## src/sv/bmrv_pkg.sv

```systemverilog
// shared types, codes and constants for the block motion running variance unit
// no dependencies
`timescale 1ns / 1ps

package bmrv_pkg;

  localparam int unsigned BLK_W      = 10;
  localparam int unsigned NUM_BLOCKS = 1024;
  localparam int unsigned SAD_W      = 16;
  localparam int unsigned SQ_W       = 2 * SAD_W;
  localparam int unsigned VAR_W      = 48;
  localparam int unsigned CFG_W      = 16;
  localparam int unsigned CFG_IDX_W  = 2;
  localparam int unsigned FC_W       = 5;
  localparam int unsigned WARMUP_FRAMES = 30;

  localparam logic [FC_W-1:0]  FC_MAX       = 5'd31;
  localparam logic [CFG_W-1:0] RHO_RST      = 16'd3277;
  localparam logic [CFG_W-1:0] INIT_VAR_RST = 16'd3277;
  localparam logic [CFG_W-1:0] THR_MULT_RST = 16'd256;
  localparam logic [VAR_W-1:0] VAR_MAX      = '1;

  typedef enum logic [1:0] {
    OP_UPDATE   = 2'd0,
    OP_CLASSIFY = 2'd1,
    OP_RESTART  = 2'd2
  } op_t;

  typedef enum logic [CFG_IDX_W-1:0] {
    CFG_RHO      = 2'd0,
    CFG_INIT_VAR = 2'd1,
    CFG_THR_MULT = 2'd2
  } cfg_idx_t;

  // what the pipeline does with an item, decided at accept
  typedef enum logic [2:0] {
    K_NONE  = 3'd0,
    K_INIT  = 3'd1,
    K_EMA   = 3'd2,
    K_HOLD  = 3'd3,
    K_CLASS = 3'd4
  } kind_t;

  typedef struct packed {
    kind_t             kind;
    logic [BLK_W-1:0]  idx;
    logic [SAD_W-1:0]  sad;
    logic              ready;
    logic              last;
  } item_t;

  typedef struct packed {
    logic [CFG_W-1:0] rho;
    logic [CFG_W-1:0] init_var;
    logic [CFG_W-1:0] thr_mult;
  } cfg_t;

  typedef struct packed {
    logic              en;
    logic              mean_en;
    logic [BLK_W-1:0]  idx;
    logic [VAR_W-1:0]  var_val;
    logic [SAD_W-1:0]  mean;
  } wr_t;

  typedef struct packed {
    logic             stats_valid;
    logic [FC_W-1:0]  frame_count;
  } status_t;

  function automatic logic is_writer(kind_t k);
    is_writer = (k == K_INIT) || (k == K_EMA);
  endfunction

  function automatic logic tests_motion(kind_t k);
    tests_motion = (k == K_EMA) || (k == K_HOLD) || (k == K_CLASS);
  endfunction

endpackage

```

## src/sv/bmrv_ctrl.sv

```systemverilog
// configuration registers, frame counter and stats flag; classifies each accepted beat
// depends on bmrv_pkg
`timescale 1ns / 1ps

module bmrv_ctrl (
  input  logic                          clk,
  input  logic                          rst_n,
  input  logic                          cfg_we,
  input  logic [bmrv_pkg::CFG_IDX_W-1:0] cfg_index,
  input  logic [bmrv_pkg::CFG_W-1:0]    cfg_wdata,
  input  logic                          acc,
  input  logic [1:0]                    operation,
  input  logic [bmrv_pkg::BLK_W-1:0]    block_index,
  input  logic [bmrv_pkg::SAD_W-1:0]    sad_value,
  input  logic                          blink_active,
  input  logic                          last_block,
  output bmrv_pkg::cfg_t                cfg,
  output bmrv_pkg::item_t               item,
  output bmrv_pkg::status_t             status
);
  import bmrv_pkg::*;

  cfg_t            cfg_r;
  logic            sv_r, sv_nxt;
  logic [FC_W-1:0] fc_r, fc_nxt;
  logic            warm;
  kind_t           kind;

  // frame k of a run has frame_count k-1
  assign warm = ({1'b0, fc_r} + 6'd1) < 6'(WARMUP_FRAMES);

  always_comb begin
    kind = K_NONE;
    unique case (op_t'(operation))
      OP_UPDATE: begin
        if (!sv_r) begin
          kind = K_INIT;
        end else if (!blink_active || warm) begin
          kind = K_EMA;
        end else begin
          kind = K_HOLD;
        end
      end
      OP_CLASSIFY: begin
        if (sv_r) kind = K_CLASS;
      end
      default: kind = K_NONE;
    endcase
  end

  always_comb begin
    sv_nxt = sv_r;
    fc_nxt = fc_r;
    if (acc) begin
      if (op_t'(operation) == OP_UPDATE) begin
        if (last_block) sv_nxt = 1'b1;
        if (last_block && fc_r != FC_MAX) fc_nxt = fc_r + 5'd1;
      end else if (op_t'(operation) == OP_RESTART) begin
        sv_nxt = 1'b0;
        fc_nxt = '0;
      end
    end
  end

  always_ff @(posedge clk) begin
    if (!rst_n) begin
      sv_r <= 1'b0;
      fc_r <= '0;
    end else begin
      sv_r <= sv_nxt;
      fc_r <= fc_nxt;
    end
  end

  always_ff @(posedge clk) begin
    if (!rst_n) begin
      cfg_r.rho      <= RHO_RST;
      cfg_r.init_var <= INIT_VAR_RST;
      cfg_r.thr_mult <= THR_MULT_RST;
    end else if (cfg_we) begin
      unique case (cfg_idx_t'(cfg_index))
        CFG_RHO:      cfg_r.rho      <= cfg_wdata;
        CFG_INIT_VAR: cfg_r.init_var <= cfg_wdata;
        CFG_THR_MULT: cfg_r.thr_mult <= cfg_wdata;
        default: ;
      endcase
    end
  end

  assign cfg         = cfg_r;
  assign item.kind   = kind;
  assign item.idx    = block_index;
  assign item.sad    = sad_value;
  assign item.ready  = sv_r;
  assign item.last   = last_block;
  assign status.stats_valid = sv_r;
  assign status.frame_count = fc_r;

endmodule

```

## config.mk

```make
export PLATFORM = sky130hd
export DESIGN_NAME = bmrv_ctrl
export DESIGN_NICKNAME = d
export VERILOG_FILES = /design/src/sv/bmrv_pkg.sv /design/src/sv/bmrv_ctrl.sv
export SDC_FILE = /design/constraint.sdc
export NUM_CORES = 1
export LEC_CHECK = 0
export BUFFER_PORTS_ARGS = -buffer_cell sky130_fd_sc_hd__buf_2
export CAP_MARGIN = 20
export CORE_ASPECT_RATIO = 0.8
export CORE_MARGIN = 2
export CORE_UTILIZATION = 44
export CTS_BUF_LIST = sky130_fd_sc_hd__clkbuf_4 sky130_fd_sc_hd__clkbuf_8
export CTS_CLUSTER_SIZE = 10
export DETAILED_ROUTE_END_ITERATION = 8
export PLACE_DENSITY = 0.78
export SKIP_CTS_REPAIR_TIMING = 1
export SYNTH_ARGS = -nofsm -noshare
export SYNTH_HDL_FRONTEND = slang
export SYNTH_SLANG_ARGS = --single-unit
export TNS_END_PERCENT = 30
```

## constraint.sdc

```tcl
create_clock -name clk -period 2.2 [get_ports clk]
set_clock_uncertainty 0.1 [all_clocks]
set_input_delay 0.11 -clock clk [delete_from_list [all_inputs] [get_ports clk]]
set_output_delay 0.11 -clock clk [all_outputs]
set_load 0.05 [all_outputs]
```

; After elaboration in Yosys (flattened, before gate mapping)
; Cells that the tools add are included.
[op_classes]
add_sub_neg = 2
eq_ne = 7
n_lt_le_gt_ge = 1
reduce_logical = 11
mux = 10
[ops]
columns = cell, count
row1 = $mux W5, 3
row2 = $add A5 B1 Y6 const B, 1
row3 = $lt A6 B5 Y1 const B, 1
row4 = $pmux W3 S2, 1
row5 = $reduce_and A2 Y1, 3
row6 = $reduce_and A3 Y1, 2
row7 = $add A5 B1 Y5 const B, 1
row8 = $ne A5 B5 Y1 const B, 1
row9 = $eq A2 B1 Y1 const B, 2
row10 = $eq A2 B2 Y1 const B, 2
row11 = $logic_not A2 Y1, 2
row12 = $mux W1, 4
row13 = $mux W3, 1
row14 = $mux W2, 1
row15 = $ne A2 B1 Y1 const B, 1
row16 = $ne A2 B2 Y1 const B, 1
row17 = $reduce_bool A2 Y1, 1
row18 = $logic_and A1 B1 Y1, 1
row19 = $logic_not A1 Y1, 1
row20 = $logic_or A1 B1 Y1, 1
[word_totals]
out_inout_bits = 85
regBits = 54
inputBits = 52

; Longest topological paths before layout
; Gate-level depths: netlist (run 1).
[depth]
ltp_word = 6
mapped_depth = 7
depth_no_buf = 7

; Worst setup path before layout (run 1)
; Ideal clock, no wire load.
[synth_path]
path_type = register to output
from = reg fc_r[0]
to = out item[28] (netlist name)
path_buffers = 0
path_slack_ps = -436
stages_incl_launch_ff = 8
t_arrival_ps = 2426
cell_sequence = dfxtp_1 -> ha_1 -> and3_1 -> ha_1 -> nand2_1 -> a2111oi_0 -> a21oi_1 -> o32ai_1
[synth_rtl]
columns = element, line_no
row1 = start: declaration, bmrv_ctrl.sv:25  ; logic [FC_W-1:0] fc_r, fc_nxt;
row2 = start signal: assignment, bmrv_ctrl.sv:71  ; fc_r <= fc_nxt;
row3 = end: declaration, bmrv_ctrl.sv:18  ; output bmrv_pkg::item_t item,

==> metrics.md, run 1 <==
| Metric | Value |
|---|---|
| Crit Path Max Fanout | `5` |
| Peak Freq | `454 MHz` |
| Synth Flop Type | `dfxtp_1` |
| Die Height | `68.2 µm` |
| Ports | `137` |
| Post-synth EDFFs | `0` |
| Final setup fails | `1` |
| Final worst slack | `-0.000419 ns` |
| FF+latch count, synth | `54` |
| Vias in the first global route | `1,793` |
| Post-Place Cell Area | `2530 µm²` |
| Initial Utilization | `45.6%` |
| Final instance area | `2870 µm²` |
| Largest net degree at the start of global routing | `24` |
| Worst min-delay path class | `in2reg` |
| # rows | `23` |
| Worst vdd ir | `397 µV` |
| Maxcap violations | `0` |
| Cell Area, Synth | `2270 µm²` |
| R2R Setup Slk | `0.40 ns` |
| Clock network power share | `32.6%` |
| Worst R2R Path Depth | `7` |
| Diodes inserted | `0` |
| Simple-gate share of the synthesized area | `26.2%` |
| First-pass GRT wire length | `8.63 mm` |
| Worst-Skew Late Latency | `0.30 ns` |
| Yosys top cell by area | `dfxtp_1` |
| Fin crit share | `100%` |
| # DRC | `0` |
| Worst-Margin Slew | `0.749 ns` |
| DP Wirelength | `3.96 mm` |
| Die Area | `5750 µm²` |
| Post-synth ARST share | `0%` |
| WL met2 | `2.63 mm` |
| Gpl congestion | `0.810` |
| Largest family of logic cells by synthesized area | `simple AND/OR/NAND/NOR gates` |
| Max_slew headroom | `50.0%` |
| Internal power | `1.48 mW` |
| Leakage dissipation | `1.30 nW` |
| Final core utilization | `57.7%` |
| TritonCTS Sinks | `54` |
| Root buf cell | `clkbuf_8` |
| Ranking of synthesized cells by area | `dfxtp_1 48%, nand2_1 17%, buf_4 10%, a21oi_1 8.2%, nand3_1 3.7%` |
| Final WL | `5.68 mm` |
| Final Hold Fails | `0` |
| Critical path class | `reg2out` |
| Status | `complete, but fails checks` |
| CTS max path bufs | `2` |
| CTS tree | `built` |
| Final nets | `411` |
| Final Max Slew Viols | `0` |
| Vias per cell | `5.02` |
| Arrival time at the worst endpoint | `1.99 ns` |
| Crit path from | `fc_r[0]$_SDFFE_PN0P_` |
| Most instantiated cells after synthesis | `101 x nand2_1, 54 x dfxtp_1, 37 x a21oi_1` |
| Met3 wire length | `427 µm` |
| Syn Inst Count | `289` |
| Fin crit period | `2.20 ns` |
| DR iter-0 viols | `77` |
| Top cell type's share of synthesized area | `47.6%` |
| Layout cells sized above 1 | `30.2%` |
| R2r endpoint | `fc_r[4]$_SDFFE_PN0P_` |
| Worst R2R Start | `fc_r[0]$_SDFFE_PN0P_` |
| H-tree depth | `2` |
| Xor-xnor portion of the synthesized cell area | `0.386%` |
| Synth Area in Compound Gates | `10.6%` |
| Num CTS Buffers | `5` |
| Switching Share | `27.6%` |
| Sequential power share | `50.6%` |
| Global route overflow | `0` |
| Die width | `84.3 µm` |
| Ys Warns | `0` |
| DRT antenna net count | `0` |
| M1 wire length | `2.57 mm` |
| Post-synthesis mux area share | `0.441%` |
| Core Box Area | `4980 µm²` |
| RSZ-0062 raised after global routing | `true` |
| Logic pwr share | `16.9%` |
| PD cells | `710 nW/µm²` |
| Via count | `2,110` |
| Top layer in use | `met4` |
| DRT Pass-1 Iters | `4` |
| Count leader, synth | `nand2_1` |
| CP endpoint kind | `primary output` |
| Sequential element share of the synthesized area | `47.6%` |
| Initial antenna violation count | `0` |
| Mean Syn Cell Area | `7.85 µm²` |
| CP Data Required Time | `1.99 ns` |
| Post-synth cell types | `31` |
| Switching power | `0.563 mW` |
| Clock transition at path regs | `0.09 ns` |
| Critical Path Source Type | `register` |
| Worst Setup EP | `item[28]` |
| WL/cell | `13.5 µm` |
| Synthesis-to-finish area growth | `26.5%` |
| Overall Global Routing Usage | `18.9%` |
| Synth Area in Adders | `1.10%` |
| Syn nets | `343` |
| Failing checks | `setup timing` |
| Port Buffers | `84` |
final cells by class:
class	instances	area, µm²
Sequential cell	54	1090
Timing Repair Buffer	105	624
Fill cell	496	2110
Multi-Input combinational cell	188	957
Tap cell	62	77.6
Inverter	3	11.3
Clock inverter	1	30.0
Clock buffer	7	83.8
critical path: stages, from the launching register on:
cell and delay, ns:
dfxtp_4 0.38, ha_4 0.16, and3_4 0.18, ha_4 0.27
nand2_4 0.05, a2111oi_4 0.29, a21oi_2 0.08, o32ai_4 0.10
buf_6 0.19
placed cells by master (no fill, tap or decap), types with 5 or more instances in the layout:
cell type	synthesis	layout
nor2_1	6	6
dfxtp_1	54	52
clkbuf_8	0	5
nand3_1	17	17
a21oi_1	37	36
buf_4	31	5
buf_2	6	83
dlygate4sd3_1	0	16
nand2_1	101	100
power groups by stage:
| stage | logic [mW] | registers, mW | clock network (mW) |
|---|---|---|---|
| finish | 0.344 | 1.03 | 0.664 |
| global route | 0.367 | 1.04 | 0.720 |
| CTS | 0.321 | 1.03 | 0.683 |
| detailed placement | 0.320 | 1.05 | 0 |
| global placement | 0.315 | 1.05 | 0 |
| floorplan | 0.236 | 1.17 | 0 |
layer usage:
layer,track usage (%),vias to the layer above
li1,-,1052
met1,23.6,976
met2,31.9,68
met3,5.79,14
met4,5.44,0
met5,0,-
worst min path at each step:
stage	endpoint	from	cells past startpoint
after detailed placement	item[22]	block_index[4]	0
after CTS	cfg[22]$_SDFFE_PN1P_	cfg_wdata[6]	3
after global routing	sv_r$_SDFFE_PN0P_	operation[1]	2
after global placement	item[22]	block_index[4]	0
after floorplan	sv_r$_SDFFE_PN0P_	operation[1]	1
final	sv_r$_SDFFE_PN0P_	operation[1]	2
metrics by stage:
| step | setup slack, ns | hold WS, ns | power, mW | setup TNS (ns) | instances |
|---|---|---|---|---|---|
| 6_report | -0.000419 | 0.0261 | 2.04 | -0.000419 | 420 |
| 4_1_cts | -0.299 | -0.0590 | 2.03 | -0.299 | 404 |
| 2_1_floorplan | 0.0643 | 0.107 | 1.41 | 0 | 289 |
| 5_1_grt | -0.0538 | 0.0155 | 2.12 | -0.0538 | 420 |
| 3_5_place_dp | 0.0572 | 0.120 | 1.37 | 0 | 396 |
| 3_3_place_gp | 0.145 | 0.120 | 1.37 | 0 | 396 |
logic make-up (layout without fill, tap and decap cells):
logic type | after synthesis | after routing
DFF | 54 | 54
buffers and inverters | 47 | 116
muxes | 1 | 1
and+or+nand+nor | 139 | 139
adders and majority gates | 2 | 2
AOI/OAI and AO/OA | 45 | 45
xor gates and xnor gates | 1 | 1
flip-flops by register name, summed over array words and instances (netlist names):
name  flops
cfg      48
fc_r      5
sv_r      1
Note: power is estimated with default switching activity, not from simulation.
==> run 2: changes to the inputs <==
--- a/config.mk
+++ b/config.mk
@@ -7,14 +7,15 @@
 export LEC_CHECK = 0
 export BUFFER_PORTS_ARGS = -buffer_cell sky130_fd_sc_hd__buf_2
 export CAP_MARGIN = 20
+export CELL_PAD_IN_SITES_DETAIL_PLACEMENT = 1
+export CELL_PAD_IN_SITES_GLOBAL_PLACEMENT = 1
 export CORE_ASPECT_RATIO = 0.8
 export CORE_MARGIN = 2
-export CORE_UTILIZATION = 44
+export CORE_UTILIZATION = 30
 export CTS_BUF_LIST = sky130_fd_sc_hd__clkbuf_4 sky130_fd_sc_hd__clkbuf_8
 export CTS_CLUSTER_SIZE = 10
 export DETAILED_ROUTE_END_ITERATION = 8
-export PLACE_DENSITY = 0.78
-export SKIP_CTS_REPAIR_TIMING = 1
+export PLACE_DENSITY_LB_ADDON = 0.25
 export SYNTH_ARGS = -nofsm -noshare
 export SYNTH_HDL_FRONTEND = slang
 export SYNTH_SLANG_ARGS = --single-unit
==> metrics.md, run 2 (synthesis results as in run 1) <==
| Metric | Value |
|---|---|
| Leakage dissipation | `1.28 nW (was 1.30 nW)` |
| Vias in the first global route | `2,180 (was 1,793)` |
| Critical path class | `reg2out (unchanged)` |
| Total power | `1.93 mW (was 2.04 mW)` |
| Setup_tns | `0 ns (was -0.000419 ns)` |
| Crit Path Max Fanout | `5 (unchanged)` |
| Synthesis-to-finish area growth | `27.1% (was 26.5%)` |
| Clock transition at path regs | `0.09 ns (about the same)` |
| Root buf cell | `clkbuf_8 (unchanged)` |
| Final core utilization | `39.2% (was 57.7%)` |
| Die width | `101 µm (was 84.3 µm)` |
| Worst path cell trace | `ha_4 -> and3_4 -> ha_4 -> nand2_2 -> a2111oi_4 -> a21oi_2 -> o32ai_4 -> buf_6 (was ha_4 -> and3_4 -> ha_4 -> nand2_4 -> a2111oi_4 -> a21oi_2 -> o32ai_4 -> buf_6)` |
| Peak Freq | `478 MHz (was 454 MHz)` |
| Arrival time at the worst endpoint | `1.88 ns (was 1.99 ns)` |
| H-tree depth | `2 (unchanged)` |
| CTS tree | `built (unchanged)` |
| CP Data Required Time | `1.99 ns (about the same)` |
| PD cells | `671 nW/µm² (was 710 nW/µm²)` |
| R2R Setup Slk | `0.42 ns (was 0.40 ns)` |
| Via count | `2,097 (was 2,110)` |
| Register area | `1090 µm² (unchanged)` |
| CTS max path bufs | `2 (unchanged)` |
| TritonCTS Sinks | `54 (unchanged)` |
| Core Box Area | `7360 µm² (was 4980 µm²)` |
| Global routing usage on met1 | `21.2% (was 23.6%)` |
| Final nets | `413 (was 411)` |
| Worst R2R Start | `fc_r[1]$_SDFFE_PN0P_ (was fc_r[0]$_SDFFE_PN0P_)` |
| Fin crit share | `95.1% (was 100%)` |
| Place WS | `0.0643 ns (was 0.0572 ns)` |
| Worst min-delay path class | `in2reg (unchanged)` |
| CP most frequent cell | `ha_4 (unchanged)` |
| DRT Pass-1 Iters | `4 (unchanged)` |
| Num CTS Buffers | `5 (unchanged)` |
| # DRC | `0 (unchanged)` |
| Overall Global Routing Usage | `16.4% (was 18.9%)` |
| Status | `completed (was complete, but fails checks)` |
| Vias per cell | `4.67 (was 5.02)` |
| Worst-Skew Late Latency | `0.29 ns (was 0.30 ns)` |
| Max_slew headroom | `53.5% (was 50.0%)` |
| Initial Utilization | `30.9% (was 45.6%)` |
| Highest-count cells in the layout ignoring fill and taps | `100 x nand2_1, 83 x buf_2, 52 x dfxtp_1 (unchanged)` |
| Ports | `137 (unchanged)` |
| Global route overflow | `0 (unchanged)` |
| DR iter-0 viols | `30 (was 77)` |
| Top Usage Layer GRT | `met2 (unchanged)` |
| Met2 Track Usage GR | `28.1% (was 31.9%)` |
| Fin crit period | `2.09 ns (was 2.20 ns)` |
| R2r endpoint | `fc_r[4]$_SDFFE_PN0P_ (unchanged)` |
| Worst Setup EP | `item[28] (unchanged)` |
| Die Area | `8280 µm² (was 5750 µm²)` |
| Final Hold Fails | `0 (unchanged)` |
| DRT antenna net count | `0 (unchanged)` |
| Worst-Margin Slew | `0.696 ns (was 0.749 ns)` |
| Final WL | `6.73 mm (was 5.68 mm)` |
| RSZ-0062 raised after global routing | `false (was true)` |
| Worst R2R Path Depth | `7 (unchanged)` |
| Fillcell total | `919 (was 496)` |
| M3 GR Usage | `3.66% (was 5.79%)` |
| Layout cells sized above 1 | `30.4% (was 30.2%)` |
| Worst hold slack | `0.0327 ns (was 0.0261 ns)` |
| # rows | `28 (was 23)` |
| Footprint of the multi-input gates | `952 µm² (was 957 µm²)` |
| DP Wirelength | `4.72 mm (was 3.96 mm)` |
| WL/cell | `15.0 µm (was 13.5 µm)` |
| Final setup fails | `0 (was 1)` |
| Final Max Slew Viols | `0 (unchanged)` |
| Critical Path Max Stage Delay | `0.36 ns (was 0.38 ns)` |
| Die Height | `81.8 µm (was 68.2 µm)` |
| Gpl congestion | `0.721 (was 0.810)` |
| Commonest non-fill, non-tap cell in the layout | `nand2_1 (unchanged)` |
| Max reg flops | `48 (unchanged)` |
| Diodes inserted | `0 (unchanged)` |
| Final worst slack | `0.108 ns (was -0.000419 ns)` |
| Critical Path Source Type | `register (unchanged)` |
| Crit path from | `fc_r[1]$_SDFFE_PN0P_ (was fc_r[0]$_SDFFE_PN0P_)` |
| CP endpoint kind | `primary output (unchanged)` |
| Worst vdd ir | `266 µV (was 397 µV)` |
| Largest net degree at the start of global routing | `19 (was 24)` |
| Initial antenna violation count | `0 (unchanged)` |
| Maxcap violations | `0 (unchanged)` |
| First-pass GRT wire length | `10.7 mm (was 8.63 mm)` |
| Port Buffers | `84 (unchanged)` |
| Worst path slowest cell | `dfxtp_2 (was dfxtp_4)` |
run 2: changes by cell type in the layout (fill, tap and decap cells not counted):
cell        previous run  this run
buf_4                  5         7
bufinv_16              1         0
clkbuf_4               2         1
clkinvlp_4             0         1
nand2_2                0         1
nand2_4                1         0
run 2: worst min-delay path by stage:
| stage | start | endpoint | depth (start not counted) |
|---|---|---|---|
| 2_1_floorplan | operation[1] | sv_r$_SDFFE_PN0P_ | 1 |
| 3_3_place_gp | sad_value[8] | item[10] | 0 |
| 3_5_place_dp | sad_value[8] | item[10] | 0 |
| 4_1_cts | operation[1] | sv_r$_SDFFE_PN0P_ | 2 |
| 5_1_grt | operation[1] | sv_r$_SDFFE_PN0P_ | 2 |
| 6_report | operation[1] | sv_r$_SDFFE_PN0P_ | 2 |
run 2: layout make-up:
type / instances / area share (%)
clock buffers: 6 / 2.65
flip-flops and latches: 54 / 37.6
multi-input cells: 188 / 33.0
clock inverters: 1 / 0.260
inverters: 3 / 0.390
well taps: 90 / 3.90
repair buffers: 107 / 22.2
run 2: stage by stage:
step / area (µm²) / instances
5_1_grt: 2890 / 449
3_5_place_dp: 2570 / 425
3_3_place_gp: 2570 / 425
6_report: 2890 / 449
4_1_cts: 2890 / 449
2_1_floorplan: 2290 / 289
run 2: what timing repair did:
item | CTS | global route
pin swaps | 3 | 1
buffers inserted | 1 | 0
resized for setup | 12 | 0
hold buffers | 16 | 0
setup endpoints to repair | 1 | 1
endpoints found under the hold margin | 47 | 0
run 2: worst max-delay path: cells and delay by family (launching register included):
family,cells,cell delay [ns]
compound gates,3,0.38
simple gates,2,0.24
flops,1,0.36
fa+ha+maj,2,0.43
buf+inv,1,0.19
run 2: layer usage:
metal	up-vias	routed length, µm
met2	62	3090
met5	-	0
met3	8	405
met1	979	3200
li1	1048	-
met4	0	33
run 2: power breakdown:
group          leakage [nW]  internal [mW]  switching, mW  total [mW]
Sequential            0.441           1.01         0.0195        1.03
Clock                0.0407          0.232          0.320       0.552
Combinational         0.798          0.100          0.251       0.351
